`src/sv/rpm_pkg.sv`:
```
// ---------------------------------------------------------------------------
// rpm_pkg
// Shared types, constants and decay tables for the rain pulse multiplier.
// ---------------------------------------------------------------------------
package rpm_pkg;

    localparam int RPM_WINDOW_DAYS = 15;
    localparam int RPM_LOW_DAYS    = 2;
    localparam int RPM_MID_DAYS    = 6;
    localparam int RPM_HIGH_DAYS   = 13;

    localparam int PRECIP_W   = 16;
    localparam int MULT_W     = 16;
    localparam int LIMIT_W    = 20;
    localparam int THRESH_W   = 16;
    localparam int CFG_DATA_W = 20;
    localparam int CFG_IDX_W  = 2;

    localparam logic [MULT_W-1:0] ONE_Q12 = 16'd4096;

    localparam logic [LIMIT_W-1:0]  RST_QUIET_LIMIT     = 20'd1000;
    localparam logic [THRESH_W-1:0] RST_START_THRESHOLD = 16'd100;
    localparam logic [THRESH_W-1:0] RST_MEDIUM_LOW      = 16'd500;
    localparam logic [THRESH_W-1:0] RST_MEDIUM_HIGH     = 16'd1500;

    typedef enum logic [CFG_IDX_W-1:0] {
        REG_QUIET_LIMIT     = 2'd0,
        REG_START_THRESHOLD = 2'd1,
        REG_MEDIUM_LOW      = 2'd2,
        REG_MEDIUM_HIGH     = 2'd3
    } t_cfg_reg;

    typedef enum logic [1:0] {
        CLASS_LOW  = 2'd0,
        CLASS_MID  = 2'd1,
        CLASS_HIGH = 2'd2
    } t_rain_class;

    // per-ring control: advance one day, and reload the decay curve
    typedef struct packed {
        logic shift;
        logic refill;
    } t_ring_ctl;

    // a*exp(-k*(n+1)) in Q4.12, n = table index
    function automatic logic [MULT_W-1:0] rpm_decay_value(t_rain_class cls, int idx);
        logic [MULT_W-1:0] v;
        v = '0;
        case (cls)
            CLASS_LOW: begin
                case (idx & 15)
                    0: v = 16'd5128;  1: v = 16'd2292;  2: v = 16'd1025;  3: v = 16'd458;
                    4: v = 16'd205;   5: v = 16'd92;    6: v = 16'd41;    7: v = 16'd18;
                    8: v = 16'd8;     9: v = 16'd4;     10: v = 16'd2;    11: v = 16'd1;
                    default: v = '0;
                endcase
            end
            CLASS_MID: begin
                case (idx & 31)
                    0: v = 16'd10239; 1: v = 16'd6974;  2: v = 16'd4750;  3: v = 16'd3236;
                    4: v = 16'd2204;  5: v = 16'd1501;  6: v = 16'd1022;  7: v = 16'd696;
                    8: v = 16'd474;   9: v = 16'd323;   10: v = 16'd220;  11: v = 16'd150;
                    12: v = 16'd102;  13: v = 16'd70;   14: v = 16'd47;   15: v = 16'd32;
                    16: v = 16'd22;   17: v = 16'd15;   18: v = 16'd10;   19: v = 16'd7;
                    20: v = 16'd5;    21: v = 16'd3;    22: v = 16'd2;    23: v = 16'd1;
                    24: v = 16'd1;    25: v = 16'd1;
                    default: v = '0;
                endcase
            end
            CLASS_HIGH: begin
                case (idx & 31)
                    0: v = 16'd15353; 1: v = 16'd12470; 2: v = 16'd10128; 3: v = 16'd8226;
                    4: v = 16'd6681;  5: v = 16'd5427;  6: v = 16'd4408;  7: v = 16'd3580;
                    8: v = 16'd2908;  9: v = 16'd2362;  10: v = 16'd1918; 11: v = 16'd1558;
                    12: v = 16'd1265; 13: v = 16'd1028; 14: v = 16'd835;  15: v = 16'd678;
                    16: v = 16'd551;  17: v = 16'd447;  18: v = 16'd363;  19: v = 16'd295;
                    20: v = 16'd240;  21: v = 16'd195;  22: v = 16'd158;  23: v = 16'd128;
                    24: v = 16'd104;  25: v = 16'd85;   26: v = 16'd69;   27: v = 16'd56;
                    28: v = 16'd45;   29: v = 16'd37;   30: v = 16'd30;   31: v = 16'd24;
                    default: v = '0;
                endcase
            end
            default: v = '0;
        endcase
        return v;
    endfunction

endpackage

```
`src/sv/rpm_decay_cell.sv`:
```
// ---------------------------------------------------------------------------
// rpm_decay_cell
// One day slot of a decay ring: takes its neighbor's value on a shift, or
// its own curve value when the ring is reloaded.
// ---------------------------------------------------------------------------
module rpm_decay_cell
    import rpm_pkg::*;
#(
    parameter logic [MULT_W-1:0] LOAD_VAL = ONE_Q12
) (
    input  logic              i_clk,
    input  logic              i_rst_n,
    input  t_ring_ctl         i_ctl,
    input  logic [MULT_W-1:0] i_from_next,
    output logic [MULT_W-1:0] o_value
);

    logic [MULT_W-1:0] r_value;
    logic [MULT_W-1:0] n_value;

    always_comb begin
        n_value = r_value;
        if (i_ctl.shift) begin
            n_value = i_ctl.refill ? LOAD_VAL : i_from_next;
        end
    end

    always_ff @(posedge i_clk) begin
        if (!i_rst_n) begin
            r_value <= ONE_Q12;
        end else begin
            r_value <= n_value;
        end
    end

    assign o_value = r_value;

endmodule

```
`src/sv/rpm_decay_ring.sv`:
```
// ---------------------------------------------------------------------------
// rpm_decay_ring
// Row of decay cells; cell 0 is today's slot, the slot that leaves the head
// re-enters at the tail as 1.0.
// ---------------------------------------------------------------------------
module rpm_decay_ring
    import rpm_pkg::*;
#(
    parameter int          DAYS       = RPM_LOW_DAYS,
    parameter t_rain_class RING_CLASS = CLASS_LOW
) (
    input  logic              i_clk,
    input  logic              i_rst_n,
    input  t_ring_ctl         i_ctl,
    output logic [MULT_W-1:0] o_head
);

    logic [MULT_W-1:0] w_val  [DAYS];
    logic [MULT_W-1:0] w_next [DAYS];

    for (genvar g = 0; g < DAYS; g++) begin : g_cell
        localparam logic [MULT_W-1:0] LOAD_VAL =
            (g + 1 < DAYS) ? rpm_decay_value(RING_CLASS, g + 1) : ONE_Q12;

        if (g + 1 < DAYS) begin : g_mid
            assign w_next[g] = w_val[g+1];
        end else begin : g_tail
            assign w_next[g] = ONE_Q12;
        end

        rpm_decay_cell #(
            .LOAD_VAL (LOAD_VAL)
        ) u_cell (
            .i_clk       (i_clk),
            .i_rst_n     (i_rst_n),
            .i_ctl       (i_ctl),
            .i_from_next (w_next[g]),
            .o_value     (w_val[g])
        );
    end

    // head as seen after a same-day reload
    assign o_head = i_ctl.refill ? rpm_decay_value(RING_CLASS, 0) : w_val[0];

endmodule

```
`src/sv/rpm_rain_window.sv`:
```
// ---------------------------------------------------------------------------
// rpm_rain_window
// Shift line of daily rain with a running sum; gives the sum of the days
// before today.
// ---------------------------------------------------------------------------
module rpm_rain_window
    import rpm_pkg::*;
#(
    parameter int WINDOW_DAYS = RPM_WINDOW_DAYS,
    parameter int SUM_W       = PRECIP_W + $clog2(WINDOW_DAYS)
) (
    input  logic                i_clk,
    input  logic                i_rst_n,
    input  logic                i_shift,
    input  logic [PRECIP_W-1:0] i_precip,
    output logic [SUM_W-1:0]    o_quiet_sum
);

    logic [PRECIP_W-1:0] r_line [WINDOW_DAYS];
    logic [SUM_W-1:0]    r_sum;
    logic [SUM_W-1:0]    n_sum;

    // oldest day drops out at the far end of the line
    assign o_quiet_sum = r_sum - SUM_W'(r_line[WINDOW_DAYS-1]);
    assign n_sum       = o_quiet_sum + SUM_W'(i_precip);

    for (genvar g = 0; g < WINDOW_DAYS; g++) begin : g_tap
        always_ff @(posedge i_clk) begin
            if (!i_rst_n) begin
                r_line[g] <= '0;
            end else if (i_shift) begin
                if (g == 0) begin
                    r_line[g] <= i_precip;
                end else begin
                    r_line[g] <= r_line[(g == 0) ? 0 : g - 1];
                end
            end
        end
    end

    always_ff @(posedge i_clk) begin
        if (!i_rst_n) begin
            r_sum <= '0;
        end else if (i_shift) begin
            r_sum <= n_sum;
        end
    end

endmodule

```
`src/sv/rain_pulse_multiplier.sv`:
```
// ---------------------------------------------------------------------------
// rain_pulse_multiplier
// Daily emission pulse multiplier driven by rain events after dry spells.
// ---------------------------------------------------------------------------
// Usage:
//   Input channel: one request per day (i_precip, i_snow_present) on
//   i_in_valid / o_in_stall. Output channel: one Q4.12 multiplier per
//   request on o_out_valid / i_out_stall, in request order.
//   A request's result is registered in the output register at the edge
//   that takes it. Throughput is one request per cycle while o_in_stall
//   is low; day state lives in shift cells, a running rain sum and a pulse
//   countdown, so every cell moves by one position per accepted request.
//   o_in_stall is high only while the output register holds a result the
//   receiver is stalling; a taken result frees room in the same cycle.
//   Configuration writes (i_cfg_we, i_cfg_index, i_cfg_data) are registered
//   and are meant for idle periods.
//   Reset (synchronous, i_rst_n low) empties the output register, clears
//   the rain history and pulse countdown, sets every decay slot to 1.0 and
//   loads the register defaults. No clearing pass is needed.
// ---------------------------------------------------------------------------
module rain_pulse_multiplier
    import rpm_pkg::*;
#(
    parameter int WINDOW_DAYS = RPM_WINDOW_DAYS,
    parameter int LOW_DAYS    = RPM_LOW_DAYS,
    parameter int MID_DAYS    = RPM_MID_DAYS,
    parameter int HIGH_DAYS   = RPM_HIGH_DAYS
) (
    input  logic                  i_clk,
    input  logic                  i_rst_n,
    // input requests
    input  logic                  i_in_valid,
    output logic                  o_in_stall,
    input  logic [PRECIP_W-1:0]   i_precip,
    input  logic                  i_snow_present,
    // results
    output logic                  o_out_valid,
    input  logic                  i_out_stall,
    output logic [MULT_W-1:0]     o_multiplier,
    // configuration writes
    input  logic                  i_cfg_we,
    input  logic [CFG_IDX_W-1:0]  i_cfg_index,
    input  logic [CFG_DATA_W-1:0] i_cfg_data
);

    localparam int SUM_W    = PRECIP_W + $clog2(WINDOW_DAYS);
    localparam int CMP_W    = (SUM_W > LIMIT_W) ? SUM_W : LIMIT_W;
    localparam int MAX_LM   = (LOW_DAYS > MID_DAYS) ? LOW_DAYS : MID_DAYS;
    localparam int MAX_DAYS = (MAX_LM > HIGH_DAYS) ? MAX_LM : HIGH_DAYS;
    localparam int DAYS_W   = $clog2(MAX_DAYS + 1);

    // configuration registers
    logic [LIMIT_W-1:0]  r_quiet_limit;
    logic [THRESH_W-1:0] r_start_threshold;
    logic [THRESH_W-1:0] r_medium_low;
    logic [THRESH_W-1:0] r_medium_high;

    always_ff @(posedge i_clk) begin
        if (!i_rst_n) begin
            r_quiet_limit     <= RST_QUIET_LIMIT;
            r_start_threshold <= RST_START_THRESHOLD;
            r_medium_low      <= RST_MEDIUM_LOW;
            r_medium_high     <= RST_MEDIUM_HIGH;
        end else if (i_cfg_we) begin
            case (t_cfg_reg'(i_cfg_index))
                REG_QUIET_LIMIT:     r_quiet_limit     <= i_cfg_data[LIMIT_W-1:0];
                REG_START_THRESHOLD: r_start_threshold <= i_cfg_data[THRESH_W-1:0];
                REG_MEDIUM_LOW:      r_medium_low      <= i_cfg_data[THRESH_W-1:0];
                REG_MEDIUM_HIGH:     r_medium_high     <= i_cfg_data[THRESH_W-1:0];
                default: ;
            endcase
        end
    end

    // handshake: output register frees on take, so stall only when it stays full
    logic r_out_valid;
    logic w_accept;

    assign o_in_stall = r_out_valid && i_out_stall;
    assign w_accept   = i_in_valid && !o_in_stall;

    // rain history
    logic [SUM_W-1:0] w_quiet_sum;

    rpm_rain_window #(
        .WINDOW_DAYS (WINDOW_DAYS),
        .SUM_W       (SUM_W)
    ) u_window (
        .i_clk       (i_clk),
        .i_rst_n     (i_rst_n),
        .i_shift     (w_accept),
        .i_precip    (i_precip),
        .o_quiet_sum (w_quiet_sum)
    );

    // pulse start and rain class
    logic        w_start;
    t_rain_class w_class;

    assign w_start = !i_snow_present
                  && (CMP_W'(w_quiet_sum) <= CMP_W'(r_quiet_limit))
                  && (i_precip > r_start_threshold);

    always_comb begin
        if (i_precip < r_medium_low) begin
            w_class = CLASS_LOW;
        end else if (i_precip <= r_medium_high) begin
            w_class = CLASS_MID;
        end else begin
            w_class = CLASS_HIGH;
        end
    end

    t_ring_ctl w_low_ctl, w_mid_ctl, w_high_ctl;

    assign w_low_ctl  = '{shift: w_accept, refill: w_accept && w_start && w_class == CLASS_LOW};
    assign w_mid_ctl  = '{shift: w_accept, refill: w_accept && w_start && w_class == CLASS_MID};
    assign w_high_ctl = '{shift: w_accept, refill: w_accept && w_start && w_class == CLASS_HIGH};

    logic [MULT_W-1:0] w_low_head, w_mid_head, w_high_head;

    rpm_decay_ring #(.DAYS(LOW_DAYS), .RING_CLASS(CLASS_LOW)) u_low (
        .i_clk (i_clk), .i_rst_n (i_rst_n), .i_ctl (w_low_ctl), .o_head (w_low_head)
    );
    rpm_decay_ring #(.DAYS(MID_DAYS), .RING_CLASS(CLASS_MID)) u_mid (
        .i_clk (i_clk), .i_rst_n (i_rst_n), .i_ctl (w_mid_ctl), .o_head (w_mid_head)
    );
    rpm_decay_ring #(.DAYS(HIGH_DAYS), .RING_CLASS(CLASS_HIGH)) u_high (
        .i_clk (i_clk), .i_rst_n (i_rst_n), .i_ctl (w_high_ctl), .o_head (w_high_head)
    );

    // max of today's three slots
    logic [MULT_W-1:0] w_max_lm, w_max;

    assign w_max_lm = (w_low_head > w_mid_head) ? w_low_head : w_mid_head;
    assign w_max    = (w_high_head > w_max_lm) ? w_high_head : w_max_lm;

    // pulse countdown and result select
    logic [DAYS_W-1:0] r_pulse_days_left;
    logic [DAYS_W-1:0] n_pulse_days_left;
    logic [MULT_W-1:0] w_result;

    always_comb begin
        n_pulse_days_left = r_pulse_days_left;
        w_result          = ONE_Q12;
        if (i_snow_present) begin
            w_result = '0;
        end else if (w_start) begin
            w_result = w_max;
            case (w_class)
                CLASS_LOW:  n_pulse_days_left = DAYS_W'(LOW_DAYS - 1);
                CLASS_MID:  n_pulse_days_left = DAYS_W'(MID_DAYS - 1);
                CLASS_HIGH: n_pulse_days_left = DAYS_W'(HIGH_DAYS - 1);
                default:    n_pulse_days_left = r_pulse_days_left;
            endcase
        end else if (r_pulse_days_left != '0) begin
            w_result          = w_max;
            n_pulse_days_left = r_pulse_days_left - 1'b1;
        end
    end

    always_ff @(posedge i_clk) begin
        if (!i_rst_n) begin
            r_pulse_days_left <= '0;
        end else if (w_accept) begin
            r_pulse_days_left <= n_pulse_days_left;
        end
    end

    // output register
    logic [MULT_W-1:0] r_multiplier;

    always_ff @(posedge i_clk) begin
        if (!i_rst_n) begin
            r_out_valid <= 1'b0;
        end else if (w_accept) begin
            r_out_valid <= 1'b1;
        end else if (!i_out_stall) begin
            r_out_valid <= 1'b0;
        end
    end

    always_ff @(posedge i_clk) begin
        if (w_accept) begin
            r_multiplier <= w_result;
        end
    end

    assign o_out_valid  = r_out_valid;
    assign o_multiplier = r_multiplier;

endmodule

```
`config.mk`:
```
export PLATFORM = sky130hd
export DESIGN_NAME = rain_pulse_multiplier
export DESIGN_NICKNAME = d
export VERILOG_FILES = /design/src/sv/rpm_pkg.sv /design/src/sv/rpm_decay_cell.sv /design/src/sv/rpm_decay_ring.sv /design/src/sv/rpm_rain_window.sv /design/src/sv/rain_pulse_multiplier.sv
export SDC_FILE = /design/constraint.sdc
export NUM_CORES = 1
export LEC_CHECK = 0
export BUFFER_PORTS_ARGS = -buffer_cell sky130_fd_sc_hd__buf_2
export CORE_AREA = 3 3 271 273
export CTS_CLUSTER_DIAMETER = 50
export CTS_CLUSTER_SIZE = 30
export DETAILED_ROUTE_END_ITERATION = 10
export DIE_AREA = 0 0 274 276
export GPL_TIMING_DRIVEN = 0
export PLACE_DENSITY = 0.57
export SLEW_MARGIN = 20
export SYNTH_ARGS = -nofsm -noshare
export SYNTH_HDL_FRONTEND = slang
export SYNTH_SLANG_ARGS = --single-unit
```
`constraint.sdc`:
```
create_clock -name i_clk -period 8.1 [get_ports i_clk]
set_input_delay 0 -clock i_clk [delete_from_list [all_inputs] [get_ports i_clk]]
set_output_delay 0 -clock i_clk [all_outputs]
set_load 0.02 [all_outputs]
```
# --- Word level (Yosys, flattened, before mapping) ---
# Memories as Yosys holds them, arrays and structs flattened.
# Index checks and enable logic that the tools add are counted.
totals:
  regBits: 397
  latchBits: 0
  ramBits: 240
  mem_bits_ro: 0
  inputBits: 44
  output_inout_bits: 18
  word_cells: 129
  mem_count: 1
mem_list:
  columns: ["name", "depth", "width", "read_ports", "rd_clocked_by_memory_dff", "write_ports", "line_no", "rtl"]
  rows:
  - ["u_window.r_line", 15, 16, 15, 0, 15, "rpm_rain_window.sv:19", "logic [PRECIP_W-1:0] r_line [WINDOW_DAYS];"]
op_classes:
  add_sub_neg: 3
  multipliers: 0
  div: 0
  n_lt_le_gt_ge: 6
  n_eq_ne: 7
  shift: 0
  muxes: 51
  bitwise: 16
  reduce_logical: 19
op_table:
  columns: ["operator", "count"]
  rows:
  - ["$mux 16", 37]
  - ["$gt 16x16->1", 3]
  - ["$mux 13", 3]
  - ["$add 20x16->20", 1]
  - ["$le 20x20->1", 1]
  - ["$sub 20x16->20", 1]
  - ["$le 16x16->1", 1]
  - ["$lt 16x16->1", 1]
  - ["$or 1x1->1", 15]
  - ["$pmux 4 s3", 1]
  - ["$logic_and 1x1->1", 8]
  - ["$mux 4", 2]
  - ["$reduce_and 2->1", 4]
  - ["$eq 2x2->1 const B", 3]
  - ["$mux 1", 6]
  - ["$eq 2x1->1 const B", 2]
  - ["$logic_not 2->1", 2]
  - ["$mux 2", 2]
  - ["$ne 4x1->1 const B", 1]
  - ["$reduce_and 4->1", 1]
  - ["$reduce_bool 4->1", 1]
  - ["$sub 4x1->4 const B", 1]
  - ["$logic_not 1->1", 2]
  - ["$ne 2x1->1 const B", 1]
  - ["2 further kinds", 2]

# --- Depth between registers and ports, before layout ---
# Gate-level depths: netlist of run 1.
# An unclocked memory read counts as a cell.
depth:
  depth_word: 14
  ltp_mapped: 42
  depth_no_buf: 38

# --- Hierarchy ---
# A second synthesis of run 1 with hierarchy kept.
unflattened:
  cells_unflattened: 2888
  area_unflattened_um2: 31142.4
modules_own_cells:
  columns: ["mod", "n_inst", "cells_per_inst", "area_each_um2", "seq_area_each_um2"]
  rows:
  - ["rpm_rain_window", 1, 844, 11343.4, 7607.3]
  - ["rain_pulse_multiplier", 1, 723, 6179.7, 1941.9]
  - ["rpm_decay_cell (u_high.g_cell[10].u_cell ...)", 3, 61, 666.9, 320.3]
  - ["rpm_decay_cell (u_high.g_cell[12].u_cell ...)", 3, 70, 661.9, 320.3]
  - ["rpm_decay_cell (u_high.g_cell[0].u_cell ...)", 3, 59, 624.3, 320.3]
  - ["rpm_decay_cell (u_high.g_cell[11].u_cell ...)", 3, 59, 621.8, 320.3]
  - ["rpm_decay_cell (u_high.g_cell[3].u_cell ...)", 2, 61, 620.6, 320.3]
  - ["rpm_decay_cell (u_mid.g_cell[0].u_cell ...)", 2, 54, 604.3, 320.3]
  - ["rpm_decay_cell (u_high.g_cell[6].u_cell ...)", 2, 52, 590.6, 320.3]
  - ["rpm_decay_cell (u_high.g_cell[2].u_cell)", 1, 64, 636.9, 320.3]
  - ["rpm_decay_cell (u_high.g_cell[5].u_cell)", 1, 63, 631.9, 320.3]
  - ["rpm_decay_cell (u_high.g_cell[7].u_cell)", 1, 56, 609.3, 320.3]
  - ["rpm_decay_ring (u_high)", 1, 19, 131.4, 0.0]
  - ["rpm_decay_ring (u_mid)", 1, 19, 128.9, 0.0]
  - ["rpm_decay_ring (u_low)", 1, 19, 125.1, 0.0]

# --- Least setup slack after synthesis of run 1 ---
# Ideal clock, no wire load.
synth_timing:
  path_kind: "reg-to-reg"
  from: "reg r_out_valid, in the netlist o_out_valid"
  to: "mem u_window.r_line[0][0] (enable)"
  setup_ns: 2.079
  arrival_ns: 5.865
  required_time_ns: 6.021
  setup_slack_ns: 0.156
  path_stages_with_launch: 8
  path_buffers: 2
  synth_period_minus_slack_ns: 7.944
  path_cell_list: "dfxtp_1 > nand2_1 > nand2_1 > inv_1 > clkbuf_1 > nor2_1 > clkbuf_1 > clkinv_1"
synth_rtl:
  columns: ["item", "line_no", "rtl"]
  rows:
  - ["from (decl)", "rain_pulse_multiplier.sv:76", "logic r_out_valid;"]
  - ["from (signal assigned)", "rain_pulse_multiplier.sv:175", "r_out_valid <= 1'b0;"]
  - ["from (signal assigned)", "rain_pulse_multiplier.sv:177", "r_out_valid <= 1'b1;"]
  - ["from (signal assigned)", "rain_pulse_multiplier.sv:179", "r_out_valid <= 1'b0;"]
  - ["to (decl)", "rpm_rain_window.sv:19", null]

==> reports/summary.txt, run 1 <==
Antenna violations before repair = 0
DRC viols = 0
Final Core Density = 0.352
Post-Synthesis Cell Area = 21300 um2
Worst-path fanout max = 8
Slew headroom = 0.400
Clock-pin slew on the worst setup and hold paths = 0.08 ns
Clk sinks = 476
Routed Antenna Nets = 0
WL/cell = 17.3 um
Leakage power = 10.7 nW
RR Endpoint = o_multiplier[7]
Part of the power in combinational logic = 0.328
DRT iter0 DRCs = 1092
Final Skew = 0.0290 ns
Switching Share = 0.342
Power Internal = 4.74 mW
Psw = 2.47 mW
CTS buffer count = 38
Grt total ovfl = 0
Beginning of the worst hold path = i_cfg_index[0]
Mean post-synth cell area = 10.6 um2
Boundary Pins = 62
Worst setup SP type = flop
Synth Flop Type = edfxtp_1
Number of global-route vias before repair = 15425
Row cnt = 98
Fillers = 7054
Largest stage delay, worst path = 0.40 ns
Detailed Route WL = 54400 um
Origin of the critical flop-to-flop path = u_window.r_line[1][97]
H-Tree Depth = 2
Syn Inst Count = 2006
Die Height = 276 um
Status = completed
Max_cap viols = 0
Final setup fails = 0
Data required, critical path = 8.42 ns
Hold EP = r_start_threshold[15]
Sequential cell area fraction in the yosys report = 0.566
CTS root buf = clkbuf_16
WHS Path Cells = 4
Total GRT Usage = 0.141
Peak supply drop = 0.190 mV
DR pass1 iterations = 5
First-pass GRT wire length = 85600 um
Critical-path top delay cell = edfxtp_1
Global placement routability congestion = 0.883
Area Overhead vs Synth = 18.0%
Reg-to-reg slack, setup = 0.32 ns
Flops & latches, synth = 476
Clock buffer depth = 3
Critical path data arrival time = 8.10 ns
Slew @ Worst Pin = 0.898 ns
Clock network power share = 0.276
Worst setup EP type = flop
Flop pwr share = 0.396
Fin nets = 2341
CTS tree = yes
Port bufs = 57
Vias post-DR = 15659
Ys async rst share = 0
P per Cell Area = 286 nW/um2
Chip width = 274 um
Achievable Freq = 0.129 GHz
Setup TNS Final = 0 ns
Period utilisation layout = 0.961
Largest net degree at the start of global routing = 94
Tmin final = 7.78 ns
Max-slew violations = 0
Starting density of the core = 0.299
Post-DP HPWL = 39000 um
Worst hold-check path type = input pin to flop
Clk_lat worst skew = 0.58 ns
Yosys cell types = 73
Die area = 75600 um2
Fraction of layout cells with a size suffix above 1 = 0.103
Synthesis Warnings = 0
Final Hold Vio Count = 0
Critical path class = flop to flop
Ant diodes = 0
Vias/cell = 4.97
R2R cell count = 39
Core ar. = 71400 um2
Post-synth EDFFs = 254
## synthesized netlist by cell type (7+ instances only)
cell	n	area share
edfxtp_1	254	0.36
and3_1	245	0.072
dfxtp_1	222	0.21
nand2_1	181	0.032
a21oi_1	153	0.036
ha_1	124	0.073
clkbuf_1	115	0.020
inv_1	113	0.020
nor2_1	105	0.018
o21ai_0	87	0.020
a22o_1	63	0.026
nand3_1	36	0.0085
o211ai_1	32	0.011
a21o_1	28	0.0099
o21a_1	21	0.0074
xnor2_1	21	0.0086
nand2b_1	18	0.0053
nand4_1	14	0.0041
a211oi_1	13	0.0046
nor2b_1	13	0.0038
nor3_1	13	0.0031
buf_2	9	0.0021
and2_1	7	0.0021
o22ai_1	7	0.0021
## per-layer routing
layer,share of wire,routed length [um],global-route usage,vias to the layer above
met2,0.46,25000,0.227,344
li1,-,-,-,7599
met3,0.047,2560,0.0193,63
met1,0.48,25900,0.200,7653
met5,0,0,0,-
met4,0.018,972,0.0342,0
## logic make-up after synthesis
logic type                 synth area share
xor gates and xnor gates             0.0103
adders and majority gates            0.0747
buffers and inverters                0.0444
other                              0.000176
DFF                                   0.566
AOI/OAI and AO/OA                     0.143
and+or+nand+nor                       0.162
## registers in the layout, indices dropped and copies added (netlist names)
| signal | count |
|---|---|
| r_medium_low | 16 |
| u_window.r_line | 240 |
| r_quiet_limit | 20 |
| u_mid.g_cell.u_cell.o_value | 24 |
| u_low.g_cell.u_cell.o_value | 2 |
| o_out_valid | 1 |
| o_multiplier | 14 |
| r_start_threshold | 16 |
| u_high.g_cell.u_cell.o_value | 103 |
| r_medium_high | 16 |
| u_window.r_sum | 20 |
| r_pulse_days_left | 4 |
## worst max path at each step
stage | endpoint | cells past startpoint | slack [ns] | start
floorplan | u_window.r_line[0][0] | 7 | 0.16 | o_out_valid
global placement | u_window.r_line[1][37] | 5 | -2.89 | i_rst_n
detailed placement | o_multiplier[13] | 40 | -1.47 | u_window.r_line[1][96]
CTS | o_multiplier[13] | 40 | 0.004 | u_window.r_line[1][96]
global route | o_multiplier[7] | 40 | -0.03 | u_window.r_line[1][96]
finish | o_multiplier[7] | 39 | 0.32 | u_window.r_line[1][97]
## final cells by class
| cell class | count | area [um2] | area share |
|---|---|---|---|
| buffer | 129 | 557 | 0.0221 |
| clock buffer | 40 | 958 | 0.0381 |
| clock inverter | 28 | 378 | 0.0150 |
| inverter | 115 | 437 | 0.0174 |
| multi-input combinational | 1285 | 8590 | 0.341 |
| sequential | 476 | 12100 | 0.480 |
| tap | 950 | 1190 | 0.0473 |
| timing repair buffer | 126 | 971 | 0.0386 |
## through the flow
step	power [mW]	worst slack, ns	area, um2	instances	hold slack, ns
finish	7.20	0.320	25100	3149	0.0670
CTS	7.11	0.00389	24900	3134	0.000692
floorplan	4.41	0.156	21300	2007	0.124
detailed placement	4.95	-1.47	22900	3017	0.235
global placement	4.90	-2.89	22800	3014	0.224
global route	7.61	-0.0290	25100	3149	0.0942
## power by group through the flow
| stage | clock network (mW) | registers [mW] | logic (mW) |
|---|---|---|---|
| 2_1_floorplan | 0 | 2.89 | 1.52 |
| 3_3_place_gp | 0 | 2.92 | 1.98 |
| 3_5_place_dp | 0 | 2.90 | 2.05 |
| 4_1_cts | 2.04 | 2.85 | 2.22 |
| 5_1_grt | 2.12 | 2.87 | 2.62 |
| 6_report | 1.99 | 2.85 | 2.36 |
## placed cells by master, fill, tap and decap left out, drive strengths merged, types with 63 or more instances in the layout
cell and count:
edfxtp 254, clkbuf 151, a21oi 154, o21ai 88, a22o 63, nand2 181, dfxtp 222, inv 123
ha 124, buf 101, nor2 106, and3 246
## worst max-delay path, delay by kind of cell, from the launching register on
| family | cells | cell delay [ns] |
|---|---|---|
| buffers and inverters | 6 | 0.87 |
| AO/OA/AOI/OAI | 16 | 2.72 |
| flip-flops | 1 | 0.40 |
| AND/OR/NAND/NOR | 13 | 2.48 |
| adder cells (fa/ha/maj) | 4 | 1.03 |
## what timing repair did
| action | 4_1_cts | 5_1_grt |
|---|---|---|
| endpoints found under the hold margin | 87 | 0 |
| resized for setup | 39 | 42 |
| endpoints found under the setup margin | 14 | 14 |
| hold buffers | 43 | 0 |
| setup buffers | 7 | 16 |
| pin swaps | 9 | 24 |
Power figures use the tool's default switching activity.
==> inputs of run 2 (changes only) <==
==> constraint.sdc (replaced) <==
create_clock -name i_clk -period 8.1 [get_ports i_clk]
set_input_delay 0.405 -clock i_clk [delete_from_list [all_inputs] [get_ports i_clk]]
set_output_delay 0.405 -clock i_clk [all_outputs]
set_load 0.02 [all_outputs]
==> reports/summary.txt, run 2 (synthesized netlist as in run 1, its figures left out) <==
Die area = 75600 um2 (unchanged)
Max FFs per register = 240 (unchanged)
Buf+Inv Stages, Crit Path = 6 (unchanged)
Setup ws final = 0.318 ns (-0.00205 ns)
P per Cell Area = 291 nW/um2 (+1.5%)
Ant diodes = 0 (unchanged)
Core ar. = 71400 um2 (unchanged)
Pre-CTS setup slack = -1.47 ns (unchanged)
Leakage power = 10.5 nW (-1.6%)
Port bufs = 57 (unchanged)
Antenna violations before repair = 0 (unchanged)
Boundary Pins = 62 (unchanged)
Vias/cell = 4.98 (+0.16%)
DR pass1 iterations = 5 (unchanged)
Period utilisation layout = 0.961 (about the same)
Flop pwr share = 0.397 (about the same)
Worst hold-check path type = input pin to flop
Final Skew = 0.0250 ns (-0.00398 ns)
Detailed Route WL = 54000 um (-0.87%)
Global placement routability congestion = 0.883 (unchanged)
Max-slew violations = 0 (unchanged)
Tmin final = 7.78 ns (+0.00205 ns)
Psw = 2.46 mW (-0.17%)
Achievable Freq = 0.128 GHz (about the same)
Peak supply drop = 0.190 mV (about the same)
Total power = 7.19 mW (-0.24%)
Max_cap viols = 0 (unchanged)
DRT iter0 DRCs = 1106 (+1.3%)
Clock-pin slew on the worst setup and hold paths = 0.08 ns (about the same)
Largest net degree at the start of global routing = 94 (unchanged)
Worst setup EP type = flop
Fin nets = 2298 (-1.8%)
Total GRT Usage = 0.140 (-0.00118)
Fraction of layout cells with a size suffix above 1 = 0.105 (+0.00205)
Slew @ Worst Pin = 0.896 ns (-0.00262 ns)
Data required, critical path = 8.42 ns (about the same)
Part of the power in combinational logic = 0.326 (-0.002)
Status = completed
CTS root buf = clkbuf_16
Clk_lat worst skew = 0.57 ns (about the same)
Hold_ws = 0.0587 ns (-0.00832 ns)
Post-DP HPWL = 39000 um (unchanged)
WL/cell = 17.4 um (+0.51%)
Chip width = 274 um (unchanged)
Most frequent cells in the layout = edfxtp_1 (254), and3_1 (244), dfxtp_1 (222), nand2_1 (180), a21oi_1 (148)
Most flop-heavy register = u_window.r_line
Critical-path top delay cell = edfxtp_1
Cell Count Post-Placement = 3017 (unchanged)
Clock buffer depth = 3 (unchanged)
Number of global-route vias before repair = 15174 (-1.6%)
CTS tree = yes
Starting density of the core = 0.299 (unchanged)
CTS buffer count = 38 (unchanged)
Worst setup SP type = flop
H-Tree Depth = 2 (unchanged)
Top delay family on crit path = compound AO/OA/AOI/OAI gates
Final setup fails = 0 (unchanged)
Final non-filler cell total = 3106 (-1.4%)
Critical path class = flop to flop
Routed Antenna Nets = 0 (unchanged)
Slew headroom = 0.402 (+0.00175)
Commonest non-fill, non-tap cell in the layout = edfxtp_1
Critical path data arrival time = 8.10 ns (about the same)
Row cnt = 98 (unchanged)
Switching Share = 0.343 (about the same)
DRC viols = 0 (unchanged)
Grt total ovfl = 0 (unchanged)
Final Hold Vio Count = 0 (unchanged)
Die Height = 276 um (unchanged)
First-pass GRT wire length = 84800 um (-0.96%)
Clk sinks = 476 (unchanged)
Area Overhead vs Synth = 16.0%
Largest stage delay, worst path = 0.40 ns (about the same)
Power Internal = 4.72 mW (-0.27%)
Worst-path fanout max = 8 (unchanged)
Clock network power share = 0.276 (about the same)
Vias post-DR = 15470 (-1.2%)
run 2: cell types whose count changed in the layout (fill, tap and decap cells not counted):
| cell | before | now |
|---|---|---|
| dlygate4sd3_1 | 43 | 0 |
run 2: stage by stage:
| step | setup TNS (ns) | cell area (um2) | util |
|---|---|---|---|
| 6_report | 0 | 24700 | 0.346 |
| 5_1_grt | -0.101 | 24700 | 0.346 |
| 4_1_cts | 0 | 24400 | 0.342 |
| 3_5_place_dp | -17.28 | 22900 | 0.321 |
| 3_3_place_gp | -821.33 | 22800 | 0.319 |
| 2_1_floorplan | 0 | 21300 | - |
run 2: path summary, 6_finish.rpt:
kind                                     start                                end  slack, ns  depth (start not counted)
max reg2reg             u_window.r_line[1][97]                    o_multiplier[7]       0.32                         39
min reg2reg  u_mid.g_cell[2].u_cell.o_value[7]  u_mid.g_cell[2].u_cell.o_value[7]       0.45                          2
max                     u_window.r_line[1][97]                    o_multiplier[7]       0.32                         39
min                                 i_in_valid                        o_out_valid       0.06                          2
run 2: power groups by stage:
stage | Sequential [mW] | Combinational (mW) | Clock (mW)
after floorplan | 2.89 | 1.52 | 0
after global placement | 2.92 | 1.98 | 0
after detailed placement | 2.90 | 2.05 | 0
after CTS | 2.85 | 2.20 | 2.04
after global routing | 2.87 | 2.60 | 2.12
final | 2.85 | 2.34 | 1.99
run 2: area by class of cell:
type	count	area [um2]
well taps	950	1190
fillers	7113	46600
clock buffers	40	958
repair buffers	83	541
plain buffers	129	557
inverters	115	437
flip-flops and latches	476	12100
clock inverters	28	378
multi-input cells	1285	8590
run 2: metal layers:
layer,vias to the layer above,share of wire,GRT usage
met5,-,0,0
met3,63,0.046,0.0187
met2,329,0.45,0.223
met1,7571,0.48,0.200
li1,7507,-,-
met4,0,0.019,0.0335
run 2: timing repair:
action | in CTS | in global routing
gates resized for setup | 39 | 42
gates cloned | 0 | 0
pin swaps | 9 | 24
hold buffers | 0 | 0
endpoints found under the setup margin | 14 | 14
buffers inserted | 7 | 16
==> inputs of run 3 (changes only) <==
--- a/config.mk
+++ b/config.mk
@@ -6,14 +6,14 @@
 export NUM_CORES = 1
 export LEC_CHECK = 0
 export BUFFER_PORTS_ARGS = -buffer_cell sky130_fd_sc_hd__buf_2
-export CORE_AREA = 3 3 271 273
+export CORE_AREA = 3 3 327 329
 export CTS_CLUSTER_DIAMETER = 50
 export CTS_CLUSTER_SIZE = 30
 export DETAILED_ROUTE_END_ITERATION = 10
-export DIE_AREA = 0 0 274 276
+export DIE_AREA = 0 0 330 332
 export GPL_TIMING_DRIVEN = 0
-export PLACE_DENSITY = 0.57
 export SLEW_MARGIN = 20
 export SYNTH_ARGS = -nofsm -noshare
 export SYNTH_HDL_FRONTEND = slang
+export SYNTH_HIERARCHICAL = 1
 export SYNTH_SLANG_ARGS = --single-unit
==> reports/summary.txt, run 3 <==
Hold EP = r_quiet_limit[19]
Yosys cell types = 90 (+23%)
Most frequent cell on the critical path = buf_6
Critical path data arrival time = 8.28 ns (+0.18 ns)
WHS Path Cells = 3 (+1)
Top-area cell type share of the netlist area = 0.276 (-0.0820)
Tmin final = 7.91 ns (+0.129 ns)
Detailed Route WL = 71900 um (+33%)
Fillers = 10252 (+44%)
Area leader, netlist = dfxtp_1
Port bufs = 59 (+3.5%)
Sequential cell area fraction in the yosys report = 0.523 (-0.0436)
Starting density of the core = 0.300 (+0.00132)
Final setup fails = 0 (unchanged)
Leakage power = 15.2 nW (+45%)
Reg-to-reg slack, setup = 0.19 ns (-0.13 ns)
Setup ws final = 0.188 ns (-0.129 ns)
Largest stage delay, worst path = 0.42 ns (+0.02 ns)
Most flop-heavy register = u_window/r_line
Final Core Density = 0.355 (+0.00860)
Final non-filler cell total = 4537 (+46%)
Chip width = 330 um (+20%)
Critical-path top delay cell = edfxtp_1
Clk_lat worst skew = 0.62 ns (+0.05 ns)
Post-DP HPWL = 49500 um (+27%)
Top sig layer = met4
Largest net degree at the start of global routing = 115 (+22%)
RR Endpoint = o_multiplier[0]
Met1 wire length = 34200 um (+32%)
Core ar. = 104000 um2 (+45%)
Commonest non-fill, non-tap cell in the layout = dfxtp_1
Post-Synthesis Cell Area = 31100 um2 (+46%)
Slew headroom = 0.188 (-0.214)
Cell Count Post-Placement = 4373 (+45%)
Boundary Pins = 62 (unchanged)
Metal2 WL = 32500 um (+32%)
DRT iter0 DRCs = 1366 (+24%)
Peak supply drop = 0.145 mV (-24%)
H-Tree Depth = 3 (+1)
Antenna violations before repair = 1 (+1)
Total GRT Usage = 0.129 (-0.0109)
Max FFs per register = 240 (unchanged)
Max-slew violations = 0 (unchanged)
CTS root buf = clkbuf_16
Total power = 10.4 mW (+45%)
Commonest cells post-synth = dfxtp_1 (429), nand2_1 (365), edfxtp_1 (256), and3_1 (248), nand3b_1 (208)
Fraction of layout cells with a size suffix above 1 = 0.202 (+0.0976)
Clock-pin slew on the worst setup and hold paths = 0.07 ns (about the same)
Synth area leaders = dfxtp_1 (28%), edfxtp_1 (25%), ha_1 (5.3%), nand3b_1 (5.0%), and3_1 (5.0%)
CTS tree = yes
Worst hold-check path type = input pin to flop
Synthesis Warnings = 6 (+6)
Post-synth EDFFs = 256 (+0.79%)
Die area = 110000 um2 (+45%)
Row cnt = 118 (+20%)
DRC viols = 0 (unchanged)
Critical path class = flop to flop
Final Skew = 0.0303 ns (+0.00522 ns)
Slew @ Worst Pin = 1.21 ns (+0.316 ns)
Ys async rst share = 0 (unchanged)
Fin nets = 3277 (+43%)
Status = completed
Period utilisation layout = 0.977 (+0.0160)
Clock buffer depth = 3 (unchanged)
Routed Antenna Nets = 0 (unchanged)
Area Overhead vs Synth = 18.3%
Vias/cell = 4.73 (-5.0%)
DR pass1 iterations = 5 (unchanged)
CTS buffer count = 71 (+87%)
Mean post-synth cell area = 10.8 um2 (+1.5%)
CTS Hold Bufs = 0 (unchanged)
Beginning of the worst hold path = i_cfg_data[19]
RSZ-0062 raised after global routing = yes
Hold_ws = 0.0866 ns (+0.0279 ns)
First-pass GRT wire length = 115000 um (+35%)
Syn Inst Count = 2888 (+44%)
Worst setup SP type = flop
Origin of the critical flop-to-flop path = u_window/r_line[7][0]
Clk sinks = 685 (+44%)
Data required, critical path = 8.47 ns (+0.05 ns)
Final Hold Vio Count = 0 (unchanged)
WL/cell = 15.8 um (-8.8%)
Number of global-route vias before repair = 20664 (+36%)
Vias post-DR = 21473 (+39%)
Pre-CTS setup slack = -1.88 ns (-0.408 ns)
Worst setup EP type = flop
Synth Flop Type = dfxtp_1
Achievable Freq = 0.126 GHz (-1.6%)
Flops & latches, synth = 685 (+44%)
Max_cap viols = 0 (unchanged)
P per Cell Area = 284 nW/um2 (-2.4%)
Most common cell in the synthesized netlist = dfxtp_1
Grt total ovfl = 0 (unchanged)
Global placement routability congestion = 0.823 (-6.7%)
Die Height = 332 um (+20%)
Met3 Routed Length = 3480 um (+39%)
Most frequent cells in the layout = dfxtp_1 (429), nand2_1 (364), edfxtp_1 (256), and3_1 (245), nand3b_1 (208)
Worst-path fanout max = 7 (-1)
R2R cell count = 40 (+2.6%)
[run 3: worst max path at each step]
stage,startpoint,to,slack [ns],cells past startpoint
4_1_cts,u_window/r_line[7][0],o_multiplier[0],0.009,40
6_report,u_window/r_line[7][0],o_multiplier[0],0.19,40
5_1_grt,u_window/r_line[7][10],o_multiplier[0],-0.20,40
3_3_place_gp,i_out_stall,u_window/r_sum[18],-3.24,7
3_5_place_dp,u_window/r_line[7][0],o_multiplier[11],-1.88,38
2_1_floorplan,u_window/r_line[7][0],o_multiplier[10],0.04,37
[run 3: cell families (layout without fill, tap and decap cells)]
family	count (synthesis)	in the layout	synth area share
simple gates	1070	1071	0.198
flops	685	685	0.523
compound gates	582	582	0.148
buf+inv	353	578	0.0590
fa+ha+maj	135	135	0.0547
mux	30	30	0.00976
xor+xnor	27	27	0.00759
other cells	6	49	0.000723
[run 3: stage by stage]
| step | setup TNS [ns] | cell area, um2 |
|---|---|---|
| 3_5_place_dp | -28.62 | 33500 |
| 2_1_floorplan | 0 | 31300 |
| 4_1_cts | 0 | 36400 |
| 6_report | 0 | 36800 |
| 5_1_grt | -2.24 | 36800 |
| 3_3_place_gp | -796.56 | 33300 |
[run 3: where the power goes]
group	leakage [nW]	internal, mW	switching [mW]
registers	6.30	3.83	0.116
logic	7.71	1.36	1.67
clock network	1.23	1.90	1.57
total	15.2	7.09	3.36
[run 3: worst max-delay path: cells and delay by family, from the launching register on]
family                   cells  cell delay [ns]
flip-flops                   1             0.42
multiplexers                 2             0.61
buffers and inverters        8             1.06
adder cells (fa/ha/maj)      5             1.36
XOR/XNOR                     1             0.23
AND/OR/NAND/NOR             11             1.54
AO/OA/AOI/OAI               13             2.45
[run 3: what timing repair did]
action / CTS / global route
setup buffers: 12 / 17
pin swaps: 12 / 33
resized for setup: 48 / 48
endpoints found under the setup margin: 16 / 16
gates cloned: 2 / 1
[run 3: area by class of cell]
| cell class | count | area (um2) | area share |
|---|---|---|---|
| flip-flops and latches | 685 | 16300 | 0.442 |
| multi-input cells | 1893 | 13700 | 0.373 |
| clock buffers | 76 | 1860 | 0.0504 |
| well taps | 1380 | 1730 | 0.0469 |
| plain buffers | 212 | 1350 | 0.0365 |
| repair buffers | 94 | 703 | 0.0191 |
| clock inverters | 55 | 669 | 0.0182 |
| inverters | 141 | 537 | 0.0146 |
| diodes | 1 | 2.50 | 0.0000679 |
[run 3: metal layers]
layer,GRT usage,vias up
met5,0,-
met4,0.0396,0
met3,0.0232,100
met2,0.205,325
met1,0.177,10166
li1,-,10882
